## config.mk

```make
export PLATFORM = sky130hd
export DESIGN_NAME = text_encoding_detector_core_flat
export DESIGN_NICKNAME = d
export VERILOG_FILES = /design/src/rtl/core/ted_pkg.sv /design/src/rtl/core/ted_ifs.sv /design/src/rtl/core/text_encoding_detector_core.sv /design/src/flat_wrapper.sv
export VERILOG_INCLUDE_DIRS = /design/src /design/src/rtl/core
export SDC_FILE = /design/constraint.sdc
export NUM_CORES = 1
export LEC_CHECK = 0
export ABC_AREA = 1
export BUFFER_PORTS_ARGS = -buffer_cell sky130_fd_sc_hd__buf_4
export CAP_MARGIN = 20
export CORE_MARGIN = 10
export CORE_UTILIZATION = 53
export DETAILED_ROUTE_END_ITERATION = 10
export PLACE_DENSITY = 0.73
export SYNTH_ARGS = -nofsm -noshare
export SYNTH_HDL_FRONTEND = slang
export SYNTH_SLANG_ARGS = --single-unit
```

## constraint.sdc

```tcl
create_clock -name clk -period 5.9 [get_ports clk]
set_input_delay 1.18 -clock clk [delete_from_list [all_inputs] [get_ports clk]]
set_output_delay 1.18 -clock clk [all_outputs]
set_load 0.01 [all_outputs]
```

## src/rtl/core/assert_macros.svh

```systemverilog
// assertion macros for the rtl in this folder
`ifndef ASSERT_MACROS_SVH
`define ASSERT_MACROS_SVH

`ifndef ASSERT_OFF

// property checked at every rising clock edge outside reset
`define ASSERT_ALWAYS(lbl, clk, rst_n, prop) \
  lbl: assert property (@(posedge clk) disable iff (!rst_n) (prop)) \
    else $error("assertion failed");

// consequent must hold in the cycle after the antecedent
`define ASSERT_NEXT(lbl, clk, rst_n, ante, cons) \
  lbl: assert property (@(posedge clk) disable iff (!rst_n) (ante) |=> (cons)) \
    else $error("assertion failed");

`else

`define ASSERT_ALWAYS(lbl, clk, rst_n, prop)
`define ASSERT_NEXT(lbl, clk, rst_n, ante, cons)

`endif

`endif

```

## src/rtl/core/ted_pkg.sv

```systemverilog
// types, constants and helper functions of the text encoding detector
`timescale 1ns / 1ps

package ted_pkg;

  typedef enum logic [2:0] {
    ENC_UNSET   = 3'd0,
    ENC_UTF16LE = 3'd1,
    ENC_UTF16BE = 3'd2,
    ENC_UTF8    = 3'd3,
    ENC_JIS     = 3'd4,
    ENC_ASCII   = 3'd5,
    ENC_SJIS    = 3'd6,
    ENC_EUCJP   = 3'd7
  } enc_t;

  typedef enum logic [1:0] {
    WIDE_NONE = 2'd0,
    WIDE_LE   = 2'd1,
    WIDE_BE   = 2'd2
  } wide_t;

  localparam int SCORE_W = 18;
  localparam logic [SCORE_W-1:0] SCORE_MAX = '1;
  typedef logic [SCORE_W-1:0] score_t;

  // history of earlier bytes, newest first; the longest escape needs five
  localparam int HIST_DEPTH = 5;
  localparam int WIN_DEPTH  = HIST_DEPTH + 1;
  localparam logic [2:0] IDX_MAX = 3'd7;

  localparam logic [7:0] CH_ESC  = 8'h1B;
  localparam logic [7:0] EUC_SS2 = 8'h8E;
  localparam logic [7:0] EUC_SS3 = 8'h8F;

  // iso-2022-jp escapes: length, then bytes oldest first
  localparam int NUM_ESC = 7;
  localparam logic [2:0] ESC_LEN [NUM_ESC] = '{3'd3, 3'd3, 3'd3, 3'd3, 3'd3, 3'd6, 3'd4};
  localparam logic [7:0] ESC_SEQ [NUM_ESC][WIN_DEPTH] = '{
    '{8'h1B, 8'h28, 8'h42, 8'h00, 8'h00, 8'h00},
    '{8'h1B, 8'h28, 8'h4A, 8'h00, 8'h00, 8'h00},
    '{8'h1B, 8'h28, 8'h49, 8'h00, 8'h00, 8'h00},
    '{8'h1B, 8'h24, 8'h40, 8'h00, 8'h00, 8'h00},
    '{8'h1B, 8'h24, 8'h42, 8'h00, 8'h00, 8'h00},
    '{8'h1B, 8'h26, 8'h40, 8'h1B, 8'h24, 8'h42},
    '{8'h1B, 8'h24, 8'h28, 8'h44, 8'h00, 8'h00}
  };

  // byte-order marks: bit0 ff fe, bit1 fe ff, bit2 ef bb bf
  localparam int NUM_BOM = 3;
  localparam logic [2:0] BOM_LEN [NUM_BOM] = '{3'd2, 3'd2, 3'd3};
  localparam logic [7:0] BOM_SEQ [NUM_BOM][4] = '{
    '{8'hFF, 8'hFE, 8'h00, 8'h00},
    '{8'hFE, 8'hFF, 8'h00, 8'h00},
    '{8'hEF, 8'hBB, 8'hBF, 8'h00}
  };

  // everything the verdict needs, captured on the final byte
  typedef struct packed {
    logic   bom_le;
    logic   bom_be;
    logic   bom_u8;
    logic   jis;
    wide_t  wide;
    logic   non_ascii;
    score_t sjis_score;
    score_t utf8_score;
    score_t euc_score;
  } fin_t;

  function automatic logic in_rng(logic [7:0] v, logic [7:0] lo, logic [7:0] hi);
    return (v >= lo) && (v <= hi);
  endfunction

  // window is newest first; pos is the index of the newest byte
  function automatic logic esc_match(logic [WIN_DEPTH-1:0][7:0] win, logic [2:0] pos);
    logic any;
    logic hit;
    any = 1'b0;
    for (int e = 0; e < NUM_ESC; e++) begin
      hit = ({1'b0, pos} + 4'd1) >= {1'b0, ESC_LEN[e]};
      for (int k = 0; k < WIN_DEPTH; k++) begin
        if (k < int'(ESC_LEN[e]) && win[int'(ESC_LEN[e]) - 1 - k] != ESC_SEQ[e][k]) begin
          hit = 1'b0;
        end
      end
      any = any | hit;
    end
    return any;
  endfunction

  function automatic score_t sat_add(score_t s, logic [2:0] inc);
    logic [SCORE_W:0] sum;
    sum = {1'b0, s} + {{(SCORE_W-2){1'b0}}, inc};
    return sum[SCORE_W] ? SCORE_MAX : sum[SCORE_W-1:0];
  endfunction

endpackage

```

## src/rtl/core/ted_ifs.sv

```systemverilog
// valid/ready channel interfaces for byte input and verdict output
`timescale 1ns / 1ps

interface ted_in_if;
  logic       valid;
  logic       ready;
  logic [7:0] data_byte;
  logic       last_byte;

  modport source (output valid, output data_byte, output last_byte, input ready);
  modport sink   (input valid, input data_byte, input last_byte, output ready);
endinterface

interface ted_out_if;
  import ted_pkg::*;
  logic valid;
  logic ready;
  enc_t encoding;

  modport source (output valid, output encoding, input ready);
  modport sink   (input valid, input encoding, output ready);
endinterface

```

## src/rtl/core/text_encoding_detector_core.sv

```systemverilog
// text encoding detector: byte stream in, one encoding verdict per buffer out
//
//   channel  dir  payload               transaction
//   in_ch    in   data_byte, last_byte  one byte of the buffer
//   out_ch   out  encoding              one verdict, after the final byte
//
// throughput is one byte per cycle while the input does not stall; every test is a small window compare or
// a saturating score add done in the cycle the byte is taken
// the final byte's results are registered in the capture stage, and the three score
// compares are made as the verdict moves on from there into the output register
// reset (synchronous, rst_n low) clears all detector state and both stages
// the input stalls only while the capture stage holds a verdict that cannot
// move because the output register is full and out_ch.ready is low
`timescale 1ns / 1ps
`include "assert_macros.svh"

module text_encoding_detector_core (
  input  logic         clk,
  input  logic         rst_n,
  ted_in_if.sink       in_ch,
  ted_out_if.source    out_ch
);
  import ted_pkg::*;

  // detector state
  logic [HIST_DEPTH-1:0][7:0] hist_r, hist_nxt;       // earlier bytes, newest first
  logic [2:0]   byte_idx_r, byte_idx_nxt;              // saturates at seven
  logic         parity_r, parity_nxt;
  logic [2:0]   bom_r, bom_nxt;                        // surviving mark candidates
  logic         high_r, high_nxt;                      // byte above 0x7f seen
  logic         non_ascii_r, non_ascii_nxt;
  logic         esc_pend_r, esc_pend_nxt;              // window ends a jis escape
  logic         jis_r, jis_nxt;
  wide_t        wide_r, wide_nxt;
  logic         sjis_skip_r, sjis_skip_nxt;
  logic         utf8_skip_r, utf8_skip_nxt;
  logic [1:0]   euc_skip_r, euc_skip_nxt;
  score_t       sjis_score_r, sjis_score_nxt;
  score_t       utf8_score_r, utf8_score_nxt;
  score_t       euc_score_r, euc_score_nxt;

  // capture stage and output register
  logic  fin_valid_r, fin_valid_nxt;
  fin_t  fin_r, fin_nxt;
  logic  out_valid_r, out_valid_nxt;
  enc_t  out_enc_r, out_enc_nxt;

  logic  in_acc;
  logic  fin_move;

  // state after this byte, before the end-of-buffer clear
  logic [2:0] bom_upd;
  logic       jis_upd;
  wide_t      wide_upd;
  logic       high_upd;
  logic       non_ascii_upd;
  logic       esc_pend_upd;
  logic       sjis_skip_upd;
  logic       utf8_skip_upd;
  logic [1:0] euc_skip_upd;
  score_t     sjis_score_upd;
  score_t     utf8_score_upd;
  score_t     euc_score_upd;

  // handshake: the capture stage moves when the output register is free or being read
  assign fin_move     = fin_valid_r && (!out_valid_r || out_ch.ready);
  assign in_ch.ready  = !fin_valid_r || fin_move;
  assign in_acc       = in_ch.valid && in_ch.ready;
  assign out_ch.valid = out_valid_r;
  assign out_ch.encoding = out_enc_r;

  // per-byte tests
  always_comb begin
    logic [7:0] b;
    logic [7:0] prev1;
    logic [7:0] prev2;
    logic [2:0] p;
    logic [2:0] u_inc;
    logic [2:0] e_inc;
    logic [2:0] s_inc;
    logic [WIN_DEPTH-1:0][7:0] win;

    b     = in_ch.data_byte;
    p     = byte_idx_r;
    prev1 = hist_r[0];
    prev2 = hist_r[1];

    // a mark survives only while every byte so far matches it
    bom_upd = bom_r;
    for (int k = 0; k < NUM_BOM; k++) begin
      if (p < BOM_LEN[k] && b != BOM_SEQ[k][p[1:0]]) begin
        bom_upd[k] = 1'b0;
      end
    end

    // an escape counts once any byte follows it
    jis_upd = jis_r || esc_pend_r;

    // first zero byte followed by a seven-bit byte decides the utf-16 order
    wide_upd = wide_r;
    if (p != 3'd0 && wide_r == WIDE_NONE && prev1 == 8'h00 && !b[7]) begin
      wide_upd = parity_r ? WIDE_BE : WIDE_LE;
    end

    high_upd      = high_r || b[7];
    non_ascii_upd = non_ascii_r || b[7] || (b == CH_ESC);

    // shift-jis pair scorer
    s_inc         = 3'd0;
    sjis_skip_upd = sjis_skip_r;
    if (p != 3'd0) begin
      if (sjis_skip_r) begin
        sjis_skip_upd = 1'b0;
      end else if ((in_rng(prev1, 8'h81, 8'h9F) || in_rng(prev1, 8'hE0, 8'hFC)) &&
                   (in_rng(b, 8'h40, 8'h7E) || in_rng(b, 8'h80, 8'hFC))) begin
        s_inc         = 3'd2;
        sjis_skip_upd = 1'b1;
      end
    end

    // utf-8 and euc-jp: pairs and three-byte starts at prev2, then the tail pair on the final byte
    // a three-byte utf-8 hit skips only one start position
    u_inc         = 3'd0;
    utf8_skip_upd = utf8_skip_r;
    e_inc         = 3'd0;
    euc_skip_upd  = euc_skip_r;
    if (p >= 3'd2) begin
      if (utf8_skip_upd) begin
        utf8_skip_upd = 1'b0;
      end else if (in_rng(prev2, 8'hC0, 8'hDF) && in_rng(prev1, 8'h80, 8'hBF)) begin
        u_inc         = u_inc + 3'd2;
        utf8_skip_upd = 1'b1;
      end else if (in_rng(prev2, 8'hE0, 8'hEF) && in_rng(prev1, 8'h80, 8'hBF) &&
                   in_rng(b, 8'h80, 8'hBF)) begin
        u_inc         = u_inc + 3'd3;
        utf8_skip_upd = 1'b1;
      end

      if (euc_skip_upd != 2'd0) begin
        euc_skip_upd = euc_skip_upd - 2'd1;
      end else if ((in_rng(prev2, 8'hA1, 8'hFE) && in_rng(prev1, 8'hA1, 8'hFE)) ||
                   (prev2 == EUC_SS2 && in_rng(prev1, 8'hA1, 8'hDF))) begin
        e_inc        = e_inc + 3'd2;
        euc_skip_upd = 2'd1;
      end else if (prev2 == EUC_SS3 && in_rng(prev1, 8'hA1, 8'hFE) &&
                   in_rng(b, 8'hA1, 8'hFE)) begin
        e_inc        = e_inc + 3'd3;
        euc_skip_upd = 2'd2;
      end
    end
    if (in_ch.last_byte && p != 3'd0) begin
      if (utf8_skip_upd) begin
        utf8_skip_upd = 1'b0;
      end else if (in_rng(prev1, 8'hC0, 8'hDF) && in_rng(b, 8'h80, 8'hBF)) begin
        u_inc         = u_inc + 3'd2;
        utf8_skip_upd = 1'b1;
      end

      if (euc_skip_upd != 2'd0) begin
        euc_skip_upd = euc_skip_upd - 2'd1;
      end else if ((in_rng(prev1, 8'hA1, 8'hFE) && in_rng(b, 8'hA1, 8'hFE)) ||
                   (prev1 == EUC_SS2 && in_rng(b, 8'hA1, 8'hDF))) begin
        e_inc        = e_inc + 3'd2;
        euc_skip_upd = 2'd1;
      end
    end

    sjis_score_upd = sat_add(sjis_score_r, s_inc);
    utf8_score_upd = sat_add(utf8_score_r, u_inc);
    euc_score_upd  = sat_add(euc_score_r, e_inc);

    // escape window including this byte; blocked once a high byte showed up
    win          = {hist_r, b};
    esc_pend_upd = !high_upd && esc_match(win, p);
  end

  // next state: the final byte returns the detector to its reset state
  always_comb begin
    hist_nxt       = hist_r;
    byte_idx_nxt   = byte_idx_r;
    parity_nxt     = parity_r;
    bom_nxt        = bom_r;
    high_nxt       = high_r;
    non_ascii_nxt  = non_ascii_r;
    esc_pend_nxt   = esc_pend_r;
    jis_nxt        = jis_r;
    wide_nxt       = wide_r;
    sjis_skip_nxt  = sjis_skip_r;
    utf8_skip_nxt  = utf8_skip_r;
    euc_skip_nxt   = euc_skip_r;
    sjis_score_nxt = sjis_score_r;
    utf8_score_nxt = utf8_score_r;
    euc_score_nxt  = euc_score_r;

    if (in_acc && in_ch.last_byte) begin
      hist_nxt       = '0;
      byte_idx_nxt   = 3'd0;
      parity_nxt     = 1'b0;
      bom_nxt        = 3'b111;
      high_nxt       = 1'b0;
      non_ascii_nxt  = 1'b0;
      esc_pend_nxt   = 1'b0;
      jis_nxt        = 1'b0;
      wide_nxt       = WIDE_NONE;
      sjis_skip_nxt  = 1'b0;
      utf8_skip_nxt  = 1'b0;
      euc_skip_nxt   = 2'd0;
      sjis_score_nxt = '0;
      utf8_score_nxt = '0;
      euc_score_nxt  = '0;
    end else if (in_acc) begin
      hist_nxt       = {hist_r[HIST_DEPTH-2:0], in_ch.data_byte};
      byte_idx_nxt   = (byte_idx_r == IDX_MAX) ? IDX_MAX : byte_idx_r + 3'd1;
      parity_nxt     = !parity_r;
      bom_nxt        = bom_upd;
      high_nxt       = high_upd;
      non_ascii_nxt  = non_ascii_upd;
      esc_pend_nxt   = esc_pend_upd;
      jis_nxt        = jis_upd;
      wide_nxt       = wide_upd;
      sjis_skip_nxt  = sjis_skip_upd;
      utf8_skip_nxt  = utf8_skip_upd;
      euc_skip_nxt   = euc_skip_upd;
      sjis_score_nxt = sjis_score_upd;
      utf8_score_nxt = utf8_score_upd;
      euc_score_nxt  = euc_score_upd;
    end
  end

  // capture stage: freeze what the verdict needs on the final byte
  always_comb begin
    fin_nxt = fin_r;
    if (in_acc && in_ch.last_byte) begin
      fin_nxt.bom_le     = bom_upd[0] && (byte_idx_r != 3'd0);
      fin_nxt.bom_be     = bom_upd[1] && (byte_idx_r != 3'd0);
      fin_nxt.bom_u8     = bom_upd[2] && (byte_idx_r >= 3'd2);
      fin_nxt.jis        = jis_upd;
      fin_nxt.wide       = wide_upd;
      fin_nxt.non_ascii  = non_ascii_upd;
      fin_nxt.sjis_score = sjis_score_upd;
      fin_nxt.utf8_score = utf8_score_upd;
      fin_nxt.euc_score  = euc_score_upd;
    end

    fin_valid_nxt = fin_valid_r;
    if (in_acc && in_ch.last_byte) begin
      fin_valid_nxt = 1'b1;
    end else if (fin_move) begin
      fin_valid_nxt = 1'b0;
    end
  end

  // verdict in priority order; a tie for the highest score gives unset
  always_comb begin
    enc_t v;
    if (fin_r.bom_le) begin
      v = ENC_UTF16LE;
    end else if (fin_r.bom_be) begin
      v = ENC_UTF16BE;
    end else if (fin_r.bom_u8) begin
      v = ENC_UTF8;
    end else if (fin_r.jis) begin
      v = ENC_JIS;
    end else if (fin_r.wide == WIDE_LE) begin
      v = ENC_UTF16LE;
    end else if (fin_r.wide == WIDE_BE) begin
      v = ENC_UTF16BE;
    end else if (!fin_r.non_ascii) begin
      v = ENC_ASCII;
    end else if (fin_r.sjis_score > fin_r.euc_score &&
                 fin_r.sjis_score > fin_r.utf8_score) begin
      v = ENC_SJIS;
    end else if (fin_r.utf8_score > fin_r.euc_score &&
                 fin_r.utf8_score > fin_r.sjis_score) begin
      v = ENC_UTF8;
    end else if (fin_r.euc_score > fin_r.sjis_score &&
                 fin_r.euc_score > fin_r.utf8_score) begin
      v = ENC_EUCJP;
    end else begin
      v = ENC_UNSET;
    end

    out_enc_nxt = fin_move ? v : out_enc_r;

    out_valid_nxt = out_valid_r;
    if (fin_move) begin
      out_valid_nxt = 1'b1;
    end else if (out_ch.ready) begin
      out_valid_nxt = 1'b0;
    end
  end

  // control state
  always_ff @(posedge clk) begin
    if (!rst_n) begin
      hist_r       <= '0;
      byte_idx_r   <= 3'd0;
      parity_r     <= 1'b0;
      bom_r        <= 3'b111;
      high_r       <= 1'b0;
      non_ascii_r  <= 1'b0;
      esc_pend_r   <= 1'b0;
      jis_r        <= 1'b0;
      wide_r       <= WIDE_NONE;
      sjis_skip_r  <= 1'b0;
      utf8_skip_r  <= 1'b0;
      euc_skip_r   <= 2'd0;
      sjis_score_r <= '0;
      utf8_score_r <= '0;
      euc_score_r  <= '0;
      fin_valid_r  <= 1'b0;
      out_valid_r  <= 1'b0;
    end else begin
      hist_r       <= hist_nxt;
      byte_idx_r   <= byte_idx_nxt;
      parity_r     <= parity_nxt;
      bom_r        <= bom_nxt;
      high_r       <= high_nxt;
      non_ascii_r  <= non_ascii_nxt;
      esc_pend_r   <= esc_pend_nxt;
      jis_r        <= jis_nxt;
      wide_r       <= wide_nxt;
      sjis_skip_r  <= sjis_skip_nxt;
      utf8_skip_r  <= utf8_skip_nxt;
      euc_skip_r   <= euc_skip_nxt;
      sjis_score_r <= sjis_score_nxt;
      utf8_score_r <= utf8_score_nxt;
      euc_score_r  <= euc_score_nxt;
      fin_valid_r  <= fin_valid_nxt;
      out_valid_r  <= out_valid_nxt;
    end
  end

  // payload registers
  always_ff @(posedge clk) begin
    fin_r     <= fin_nxt;
    out_enc_r <= out_enc_nxt;
  end

  // final byte always lands in the capture stage
  `ASSERT_NEXT(a_fin_load, clk, rst_n, in_acc && in_ch.last_byte, fin_valid_r)

  // final byte clears the detector for the next buffer
  `ASSERT_NEXT(a_state_clear, clk, rst_n, in_acc && in_ch.last_byte,
               byte_idx_r == 3'd0 && bom_r == 3'b111 && sjis_score_r == '0 && !jis_r)

  // byte count holds at its ceiling on long buffers
  `ASSERT_NEXT(a_idx_sat, clk, rst_n,
               in_acc && !in_ch.last_byte && byte_idx_r == IDX_MAX, byte_idx_r == IDX_MAX)

  // a complete little-endian mark wins over every other test
  `ASSERT_NEXT(a_bom_le, clk, rst_n, fin_move && fin_r.bom_le,
               out_valid_r && out_enc_r == ENC_UTF16LE)

  // euc skip counts down from two at most
  `ASSERT_ALWAYS(a_euc_skip, clk, rst_n, euc_skip_r != 2'd3)

endmodule

```

## src/flat_wrapper.sv

```systemverilog
// flat-port wrapper written by rule: the top's interface ports become plain ports
module text_encoding_detector_core_flat import ted_pkg::*;
  (clk, rst_n, in_ch_valid, in_ch_data_byte, in_ch_last_byte, in_ch_ready, out_ch_valid, out_ch_encoding, out_ch_ready);
  ted_in_if in_ch_i ();
  ted_out_if out_ch_i ();
  input  logic clk;
  input  logic rst_n;
  input wire logic [$bits(in_ch_i.valid)-1:0] in_ch_valid;
  input wire logic [$bits(in_ch_i.data_byte)-1:0] in_ch_data_byte;
  input wire logic [$bits(in_ch_i.last_byte)-1:0] in_ch_last_byte;
  output wire logic [$bits(in_ch_i.ready)-1:0] in_ch_ready;
  output wire logic [$bits(out_ch_i.valid)-1:0] out_ch_valid;
  output wire logic [$bits(out_ch_i.encoding)-1:0] out_ch_encoding;
  input wire logic [$bits(out_ch_i.ready)-1:0] out_ch_ready;
  assign in_ch_i.valid = in_ch_valid;
  assign in_ch_i.data_byte = in_ch_data_byte;
  assign in_ch_i.last_byte = in_ch_last_byte;
  assign in_ch_ready = in_ch_i.ready;
  assign out_ch_valid = out_ch_i.valid;
  assign out_ch_encoding = out_ch_i.encoding;
  assign out_ch_i.ready = out_ch_ready;
  text_encoding_detector_core u_core (.clk(clk), .rst_n(rst_n), .in_ch(in_ch_i), .out_ch(out_ch_i));
endmodule
```

==> out/metrics.json, run 1 <==
{
  "status": {"value": "finished, final reports clean"},
  "drv_slew": {"value": 0},
  "finalHoldViolations": {"value": 0},
  "synth-edff-count": {"value": 64},
  "clkSlewWorstSetupHoldPaths": {"value": 0.07, "unit": "ns"},
  "gr-usage-all-layers": {"value": 17.5, "unit": "%"},
  "timing_worst_slew_pin_value": {"value": 1.02, "unit": "ns"},
  "design_area_final": {"value": 11200, "unit": "um^2"},
  "postRouteWirelength": {"value": 22.3, "unit": "mm"},
  "die_area": {"value": 25300, "unit": "um^2"},
  "critPathRequiredTime": {"value": 6.27, "unit": "ns"},
  "worst-endpoint-arrival": {"value": 4.45, "unit": "ns"},
  "synthesis.yosys.warnings": {"value": 0},
  "h_tree_depth": {"value": 4},
  "clock.fmax": {"value": 245, "unit": "MHz"},
  "nets": {"value": 1446},
  "fillerInstances": {"value": 1723},
  "drt_first_pass_iters": {"value": 5},
  "cts.repair_timing.setup_buffer_count": {"value": 0},
  "grt_pass1_vias": {"value": 7830},
  "growth_of_design_area_from_synthesis_to_finish": {"value": 8.86, "unit": "%"},
  "clock_insertion_delay_worst_skew": {"value": 0.43, "unit": "ns"},
  "vdd_ir_drop_max": {"value": 0.000210, "unit": "V"},
  "synth_area": {"value": 10300, "unit": "um^2"},
  "drt_iter0_drc": {"value": 689},
  "detail_route.wl_per_cell": {"value": 13.7, "unit": "um"},
  "clock_sink_count": {"value": 177},
  "timing.critical_path.from_type": {"value": "input pin"},
  "synth_largest_area_cell": {"value": "sky130_fd_sc_hd__dfxtp_1"},
  "rsz0062_at_grt": {"value": "false"},
  "netlist.area_leader.share": {"value": 22.0, "unit": "%"},
  "number_of_top_level_pins": {"value": 18},
  "min-delay-path-class": {"value": "reg -> reg"},
  "gp_congestion": {"value": 0.911},
  "max-clock-path-buffers": {"value": 2},
  "post_synth_inst_count": {"value": 1360},
  "final_min_period_over_clock_period": {"value": 69.1, "unit": "%"},
  "grt_start_max_net_pins": {"value": 86},
  "synthDistinctLibCells": {"value": 54},
  "drc": {"value": 0},
  "cts_hold_repair.buffers": {"value": 0},
  "final-seq-area": {"value": 4180, "unit": "um^2"},
  "ant_nets": {"value": 0},
  "vias": {"value": 8563},
  "setup_viol": {"value": 0},
  "fp.dieH": {"value": 159, "unit": "um"},
  "power_per_cell_area": {"value": 246, "unit": "nW/um^2"},
  "initial_utilization": {"value": 54.3, "unit": "%"},
  "postSynth.topFlopCell": {"value": "sky130_fd_sc_hd__dfxtp_1"},
  "ys_async_sr_fraction": {"value": 0, "unit": "%"},
  "antenna_found_initial": {"value": 1},
  "die_width": {"value": 159, "unit": "um"},
  "worstPathMaxFanout": {"value": 7},
  "tritoncts": {"value": "built"},
  "dpl.hpwl": {"value": 16.0, "unit": "mm"},
  "drt-vias-per-instance": {"value": 5.24},
  "grt_overflow_total": {"value": 0},
  "cts_root_buffer": {"value": "sky130_fd_sc_hd__clkbuf_16"},
  "insertedDiodeCount": {"value": 0},
  "seq_area_frac_synth": {"value": 40.8, "unit": "%"},
  "criticalPathCategory": {"value": "in -> reg"},
  "most-common-layout-cells": {"value": "sky130_fd_sc_hd__nand2_1 (289), sky130_fd_sc_hd__inv_1 (218), sky130_fd_sc_hd__nor2_1 (130)"},
  "multi_input_area": {"value": 5060, "unit": "um^2"},
  "timing.clock.skew": {"value": 0.0132, "unit": "ns"},
  "period_minus_slack": {"value": 4.07, "unit": "ns"},
  "post_synthesis_net_count": {"value": 1446},
  "ys_ff_latch": {"value": 177},
  "place_area": {"value": 10600, "unit": "um^2"},
  "drive_gt1_share": {"value": 8.74, "unit": "%"},
  "cts_resized": {"value": 0},
  "grt_pass1_wl": {"value": 37.7, "unit": "mm"},
  "layout.cells.most_common": {"value": "sky130_fd_sc_hd__nand2_1"},
  "post_synth.cell_area_avg": {"value": 7.55, "unit": "um^2"},
  "rows": {"value": 50},
  "cts_made_buffers": {"value": 17},
  "core-area": {"value": 18900, "unit": "um^2"},
  "worst_slew_margin_rel": {"value": 31.8, "unit": "%"},
  "setup.worst_path.end_class": {"value": "flip-flop"},
  "port_buffers": {"value": 17},
  "static-leakage-power": {"value": 5.11, "unit": "nW"},
  "max_cap_viol_count": {"value": 0},
  "timing.setup.tns": {"value": 0, "unit": "ns"},
  "synth_area_leaders": {"value": "sky130_fd_sc_hd__dfxtp_1 (22%), sky130_fd_sc_hd__edfxtp_1 (19%), sky130_fd_sc_hd__nand2_1 (11%)"}
}
[flip-flops by register name, indices dropped and copies added (netlist names), 3 cells and up]
| signal | flops |
|---|---|
| u_core.out_ch.encoding | 3 |
| u_core.euc_score_r | 18 |
| u_core.bom_r | 3 |
| u_core.byte_idx_r | 3 |
| u_core.sjis_score_r | 18 |
| u_core.utf8_score_r | 18 |
| u_core.fin_r | 61 |
| u_core.hist_r | 40 |
[logic make-up after synthesis]
family,after synthesis,share of synthesized area (%)
flip-flops,177,40.8
buffers and inverters,268,10.2
AND/OR/NAND/NOR,587,25.7
AO/OA/AOI/OAI,237,12.8
adder cells (fa/ha/maj),73,9.04
XOR/XNOR,18,1.54
[final timing paths]
path | startpoint | slack, ns | cells past startpoint | endpoint
worst min register to register | u_core.jis_r | 0.46 | 2 | u_core.jis_r
worst max register to register | u_core.byte_idx_r[2] | 1.91 | 21 | u_core.utf8_score_r[0]
worst min-delay path | u_core.jis_r | 0.46 | 2 | u_core.jis_r
worst max-delay path | in_ch_data_byte[0] | 1.83 | 22 | u_core.euc_score_r[16]
[routing by layer]
layer / vias to the layer above / global-route usage (%) / part of all wire, %
met5: - / 0 / 0.058
met4: 2 / 5.48 / 1.5
met3: 23 / 3.10 / 5.0
met2: 195 / 27.5 / 45
met1: 3927 / 23.9 / 48
li1: 4416 / - / -
[stage by stage]
stage          instances  hold WS, ns  total power [mW]  utilization [%]  setup slack, ns
6_report            1633        0.460              2.75             59.2             1.83
5_1_grt             1633        0.478              2.86             59.2             1.54
4_1_cts             1633        0.458              2.77             59.2             1.85
3_5_place_dp        1601        0.447              1.66             56.1             1.42
3_3_place_gp        1601        0.433              1.65             56.1             1.53
2_1_floorplan       1360        0.420              1.58                -            0.775
[power by group]
part           total, mW  internal [mW]  switching, mW
logic              0.277         0.0926          0.184
registers           1.36           1.32         0.0420
clock network       1.11          0.605          0.507
total               2.75           2.01          0.733
[final cells by class]
class / instances / share of cell area [%]
multi-input combinational: 915 / 45.3
sequential: 177 / 37.4
inverter: 226 / 7.61
clock buffer: 20 / 4.29
tap: 260 / 2.91
timing repair buffer: 23 / 1.55
clock inverter: 12 / 0.952
[worst max-delay path: stages]
cell and delay, ns:
sky130_fd_sc_hd__buf_4 0.15, sky130_fd_sc_hd__nor2_1 0.23, sky130_fd_sc_hd__nand3_1 0.12, sky130_fd_sc_hd__nand2_1 0.08, sky130_fd_sc_hd__a21oi_1 0.07, sky130_fd_sc_hd__o21ai_1 0.17, sky130_fd_sc_hd__nor3_2 0.09, sky130_fd_sc_hd__nor2_1 0.14
sky130_fd_sc_hd__nor2_1 0.08, sky130_fd_sc_hd__ha_1 0.30, sky130_fd_sc_hd__a21oi_1 0.09, sky130_fd_sc_hd__fa_1 0.43, sky130_fd_sc_hd__inv_1 0.09, sky130_fd_sc_hd__a21oi_1 0.09, sky130_fd_sc_hd__nand3b_1 0.22, sky130_fd_sc_hd__nor2_2 0.21
sky130_fd_sc_hd__nand2_1 0.12, sky130_fd_sc_hd__nor2_2 0.14, sky130_fd_sc_hd__nand3_1 0.08, sky130_fd_sc_hd__a22oi_1 0.20, sky130_fd_sc_hd__o21ai_1 0.08, sky130_fd_sc_hd__inv_1 0.07
[synth_stat cells (11+ instances only)]
library cell / count
sky130_fd_sc_hd__inv_1: 219
sky130_fd_sc_hd__ha_1: 71
sky130_fd_sc_hd__clkbuf_1: 19
sky130_fd_sc_hd__nor3_1: 28
sky130_fd_sc_hd__nor2_1: 131
sky130_fd_sc_hd__dfxtp_1: 113
sky130_fd_sc_hd__buf_2: 17
sky130_fd_sc_hd__a21oi_1: 116
sky130_fd_sc_hd__nand2_1: 291
sky130_fd_sc_hd__edfxtp_1: 64
sky130_fd_sc_hd__nand3_1: 57
sky130_fd_sc_hd__o21ai_0: 58
sky130_fd_sc_hd__o21ai_1: 21
sky130_fd_sc_hd__xor2_1: 11
sky130_fd_sc_hd__nand4_1: 20
Note: power is estimated with default switching activity, not from simulation.
==> run 2: changes to the inputs <==
==> constraint.sdc (replaced) <==
create_clock -name clk -period 4.11 [get_ports clk]
set_input_delay 0.822 -clock clk [delete_from_list [all_inputs] [get_ports clk]]
set_output_delay 0.822 -clock clk [all_outputs]
set_load 0.01 [all_outputs]
==> out/metrics.json, run 2 (synthesis results as in run 1) <==
{
  "nets": {"value": 1453},
  "cp_slowest_cell": {"value": "sky130_fd_sc_hd__fa_1"},
  "worst_setup_path_endpoint": {"value": "u_core.utf8_score_r[7]"},
  "postRouteWirelength": {"value": 22.4, "unit": "mm"},
  "drt_first_pass_iters": {"value": 5},
  "combinationalPowerShare": {"value": 10.4, "unit": "%"},
  "clock_insertion_delay_worst_skew": {"value": 0.44, "unit": "ns"},
  "most-common-layout-cells": {"value": "sky130_fd_sc_hd__nand2_1 (289), sky130_fd_sc_hd__inv_1 (218), sky130_fd_sc_hd__nor2_1 (129)"},
  "cts_hold_repair.buffers": {"value": 0},
  "max_cap_viol_count": {"value": 0},
  "h_tree_depth": {"value": 4},
  "vias": {"value": 8539},
  "layout.cells.most_common": {"value": "sky130_fd_sc_hd__nand2_1"},
  "regToRegStartpoint": {"value": "u_core.byte_idx_r[1]"},
  "die_area": {"value": 25300, "unit": "um^2"},
  "status": {"value": "finished, final reports clean"},
  "design_area_final": {"value": 11200, "unit": "um^2"},
  "timing.setup.tns": {"value": 0, "unit": "ns"},
  "largest_register": {"value": "u_core.fin_r"},
  "clock.fmax": {"value": 273, "unit": "MHz"},
  "core-area": {"value": 18900, "unit": "um^2"},
  "path_cells": {"value": "buf_4 > nor2_1 > nor3_1 > a31oi_1 > inv_1 > ha_1 > nand2_1 > nand2_1 > o21ai_0 > fa_1 > inv_1 > nand2_1 > nand2_2 > nand3_2 > nor2_4 > nand2_2 > nor2_4 > nand3_4 > nor2_4 > inv_4 > nand2_1 > o21ai_1 > inv_1"},
  "critPathMostFrequentCell": {"value": "sky130_fd_sc_hd__nand2_1"},
  "cts_made_buffers": {"value": 17},
  "place_area": {"value": 10600, "unit": "um^2"},
  "largest_register_ffs": {"value": 61},
  "drive_gt1_share": {"value": 9.28, "unit": "%"},
  "period_minus_slack": {"value": 3.66, "unit": "ns"},
  "antenna_found_initial": {"value": 0},
  "grt.met3_usage": {"value": 3.38, "unit": "%"},
  "seq_pwr_share": {"value": 49.8, "unit": "%"},
  "placement.setup.worst_slack": {"value": 0.0291, "unit": "ns"},
  "dpl.hpwl": {"value": 16.3, "unit": "mm"},
  "gr-usage-all-layers": {"value": 17.9, "unit": "%"},
  "drt_iter0_drc": {"value": 641},
  "grt_start_max_net_pins": {"value": 97},
  "grt_util_met1": {"value": 24.0, "unit": "%"},
  "final_min_period_over_clock_period": {"value": 89.2, "unit": "%"},
  "rr_endpoint": {"value": "u_core.utf8_score_r[7]"},
  "max_stage_delay": {"value": 0.46, "unit": "ns"},
  "port_buffers": {"value": 17},
  "worstPathBufferInverterCount": {"value": 5},
  "min-delay-path-class": {"value": "reg -> reg"},
  "clkPwrFrac": {"value": 39.8, "unit": "%"},
  "timing.critical_path.from": {"value": "u_core.byte_idx_r[1]"},
  "biggestRegsByFlops": {"value": "u_core.fin_r (61), u_core.hist_r (40)"},
  "power_per_cell_area": {"value": 349, "unit": "nW/um^2"},
  "grt_pass1_wl": {"value": 38.3, "unit": "mm"},
  "switching_share": {"value": 27.6, "unit": "%"},
  "insertedDiodeCount": {"value": 0},
  "groute.layer.met2.usage": {"value": 28.2, "unit": "%"},
  "drc": {"value": 0},
  "rsz0062_at_grt": {"value": "false"},
  "rows": {"value": 50},
  "critPathRequiredTime": {"value": 4.49, "unit": "ns"},
  "worst-r2r-setup-slack": {"value": 0.45, "unit": "ns"},
  "static-leakage-power": {"value": 5.14, "unit": "nW"},
  "timing_worst_slew_pin_value": {"value": 0.974, "unit": "ns"},
  "max-clock-path-buffers": {"value": 2},
  "r2r_cells": {"value": 23},
  "timing.critical_path.from_type": {"value": "flip-flop"},
  "layout_setup_ws": {"value": 0.446, "unit": "ns"},
  "p_int": {"value": 2.83, "unit": "mW"},
  "worst_slew_margin_rel": {"value": 35.0, "unit": "%"},
  "power.switching": {"value": 1.08, "unit": "mW"},
  "cts_root_buffer": {"value": "sky130_fd_sc_hd__clkbuf_16"},
  "fillerInstances": {"value": 1751},
  "timing.critical_path.max_delay_family": {"value": "simple AND/OR/NAND/NOR gates"},
  "gp_congestion": {"value": 0.952},
  "vdd_ir_drop_max": {"value": 0.000310, "unit": "V"},
  "finalHoldViolations": {"value": 0},
  "initial_utilization": {"value": 54.3, "unit": "%"},
  "clkSlewWorstSetupHoldPaths": {"value": 0.08, "unit": "ns"},
  "die_width": {"value": 159, "unit": "um"},
  "timing.clock.skew": {"value": 0.0125, "unit": "ns"},
  "fp.dieH": {"value": 159, "unit": "um"},
  "grt_overflow_total": {"value": 0},
  "clock_sink_count": {"value": 177},
  "grt_pass1_vias": {"value": 7992},
  "drv_slew": {"value": 0},
  "tritoncts": {"value": "built"},
  "setup_viol": {"value": 0},
  "worstSetupPathDepth": {"value": 23},
  "growth_of_design_area_from_synthesis_to_finish": {"value": 9.20, "unit": "%"},
  "detail_route.wl_per_cell": {"value": 13.6, "unit": "um"},
  "ant_nets": {"value": 0},
  "gr-max-usage-layer": {"value": "met2"},
  "drt-vias-per-instance": {"value": 5.21},
  "setup.worst_path.end_class": {"value": "flip-flop"},
  "criticalPathCategory": {"value": "reg -> reg"},
  "number_of_top_level_pins": {"value": 18},
  "worstPathMaxFanout": {"value": 11},
  "worst-endpoint-arrival": {"value": 4.04, "unit": "ns"}
}
## run 2: cell count changes in the layout (fill, tap and decap cells not counted)
cell                        change
sky130_fd_sc_hd__buf_4          +7
sky130_fd_sc_hd__inv_6          +3
sky130_fd_sc_hd__clkbuf_16      -2
sky130_fd_sc_hd__clkinv_4       -2
sky130_fd_sc_hd__clkbuf_1       -1
sky130_fd_sc_hd__clkinv_1       +1
sky130_fd_sc_hd__clkinv_8       +1
sky130_fd_sc_hd__inv_4          -1
sky130_fd_sc_hd__inv_8          +1
sky130_fd_sc_hd__nor2_1         -1
sky130_fd_sc_hd__nor2_2         +1
## run 2: worst min path at each step
stage / slack, ns / start / to / cells past startpoint
3_5_place_dp: 0.43 / u_core.jis_r / u_core.jis_r / 2
6_report: 0.44 / u_core.jis_r / u_core.jis_r / 2
2_1_floorplan: 0.42 / u_core.jis_r / u_core.jis_r / 2
3_3_place_gp: 0.43 / u_core.jis_r / u_core.jis_r / 2
5_1_grt: 0.47 / u_core.jis_r / u_core.jis_r / 2
4_1_cts: 0.44 / u_core.jis_r / u_core.jis_r / 2
## run 2: timing repair
action                     4_1_cts  5_1_grt
resized for setup                0        1
setup endpoints to repair        0        1
buffers inserted                 0        0
hold endpoints to repair         0        0
## run 2: through the flow
step                instances  power, mW  hold WS [ns]  util [%]
global route             1640       4.09         0.468      59.3
floorplan                1360       2.27         0.420         -
detailed placement       1608       2.39         0.431      56.3
global placement         1608       2.38         0.428      56.3
CTS                      1640       3.94         0.442      59.3
finish                   1640       3.91         0.442      59.3
## run 2: power groups by stage
stage	clock, mW	sequential, mW	combinational, mW
final	1.56	1.95	0.406
after global routing	1.67	1.96	0.467
after CTS	1.59	1.95	0.406
after detailed placement	0	1.99	0.404
after global placement	0	1.99	0.391
after floorplan	0	1.97	0.301
## run 2: final cells by class
class                   instances  area, um^2  area share (%)
clock inverters                15         140            1.25
inverters                     226         851            7.59
clock buffers                  17         425            3.79
multi-input cells             915        5060            45.1
repair buffers                 30         225            2.01
well taps                     260         325            2.90
flip-flops and latches        177        4180            37.3
## run 2: per-layer routing
layer  vias to the layer above  routed length [um]
li1                       4432                   -
met1                      3900               10700
met2                       180               10400
met3                        27                 953
met4                         0                 386
met5                         -                   0
## run 2: worst reg2reg max path: stages (launching register included)
cell                      delay (ns)
sky130_fd_sc_hd__dfxtp_1        0.31
sky130_fd_sc_hd__buf_4          0.15
sky130_fd_sc_hd__nor2_1         0.25
sky130_fd_sc_hd__nor3_1         0.12
sky130_fd_sc_hd__a31oi_1        0.30
sky130_fd_sc_hd__inv_1          0.09
sky130_fd_sc_hd__ha_1           0.28
sky130_fd_sc_hd__nand2_1        0.05
sky130_fd_sc_hd__nand2_1        0.06
sky130_fd_sc_hd__o21ai_0        0.14
sky130_fd_sc_hd__fa_1           0.46
sky130_fd_sc_hd__inv_1          0.07
sky130_fd_sc_hd__nand2_1        0.06
sky130_fd_sc_hd__nand2_2        0.08
sky130_fd_sc_hd__nand3_2        0.09
sky130_fd_sc_hd__nor2_4         0.12
sky130_fd_sc_hd__nand2_2        0.08
sky130_fd_sc_hd__nor2_4         0.15
sky130_fd_sc_hd__nand3_4        0.11
sky130_fd_sc_hd__nor2_4         0.31
sky130_fd_sc_hd__inv_4          0.09
sky130_fd_sc_hd__nand2_1        0.10
sky130_fd_sc_hd__o21ai_1        0.07
sky130_fd_sc_hd__inv_1          0.09
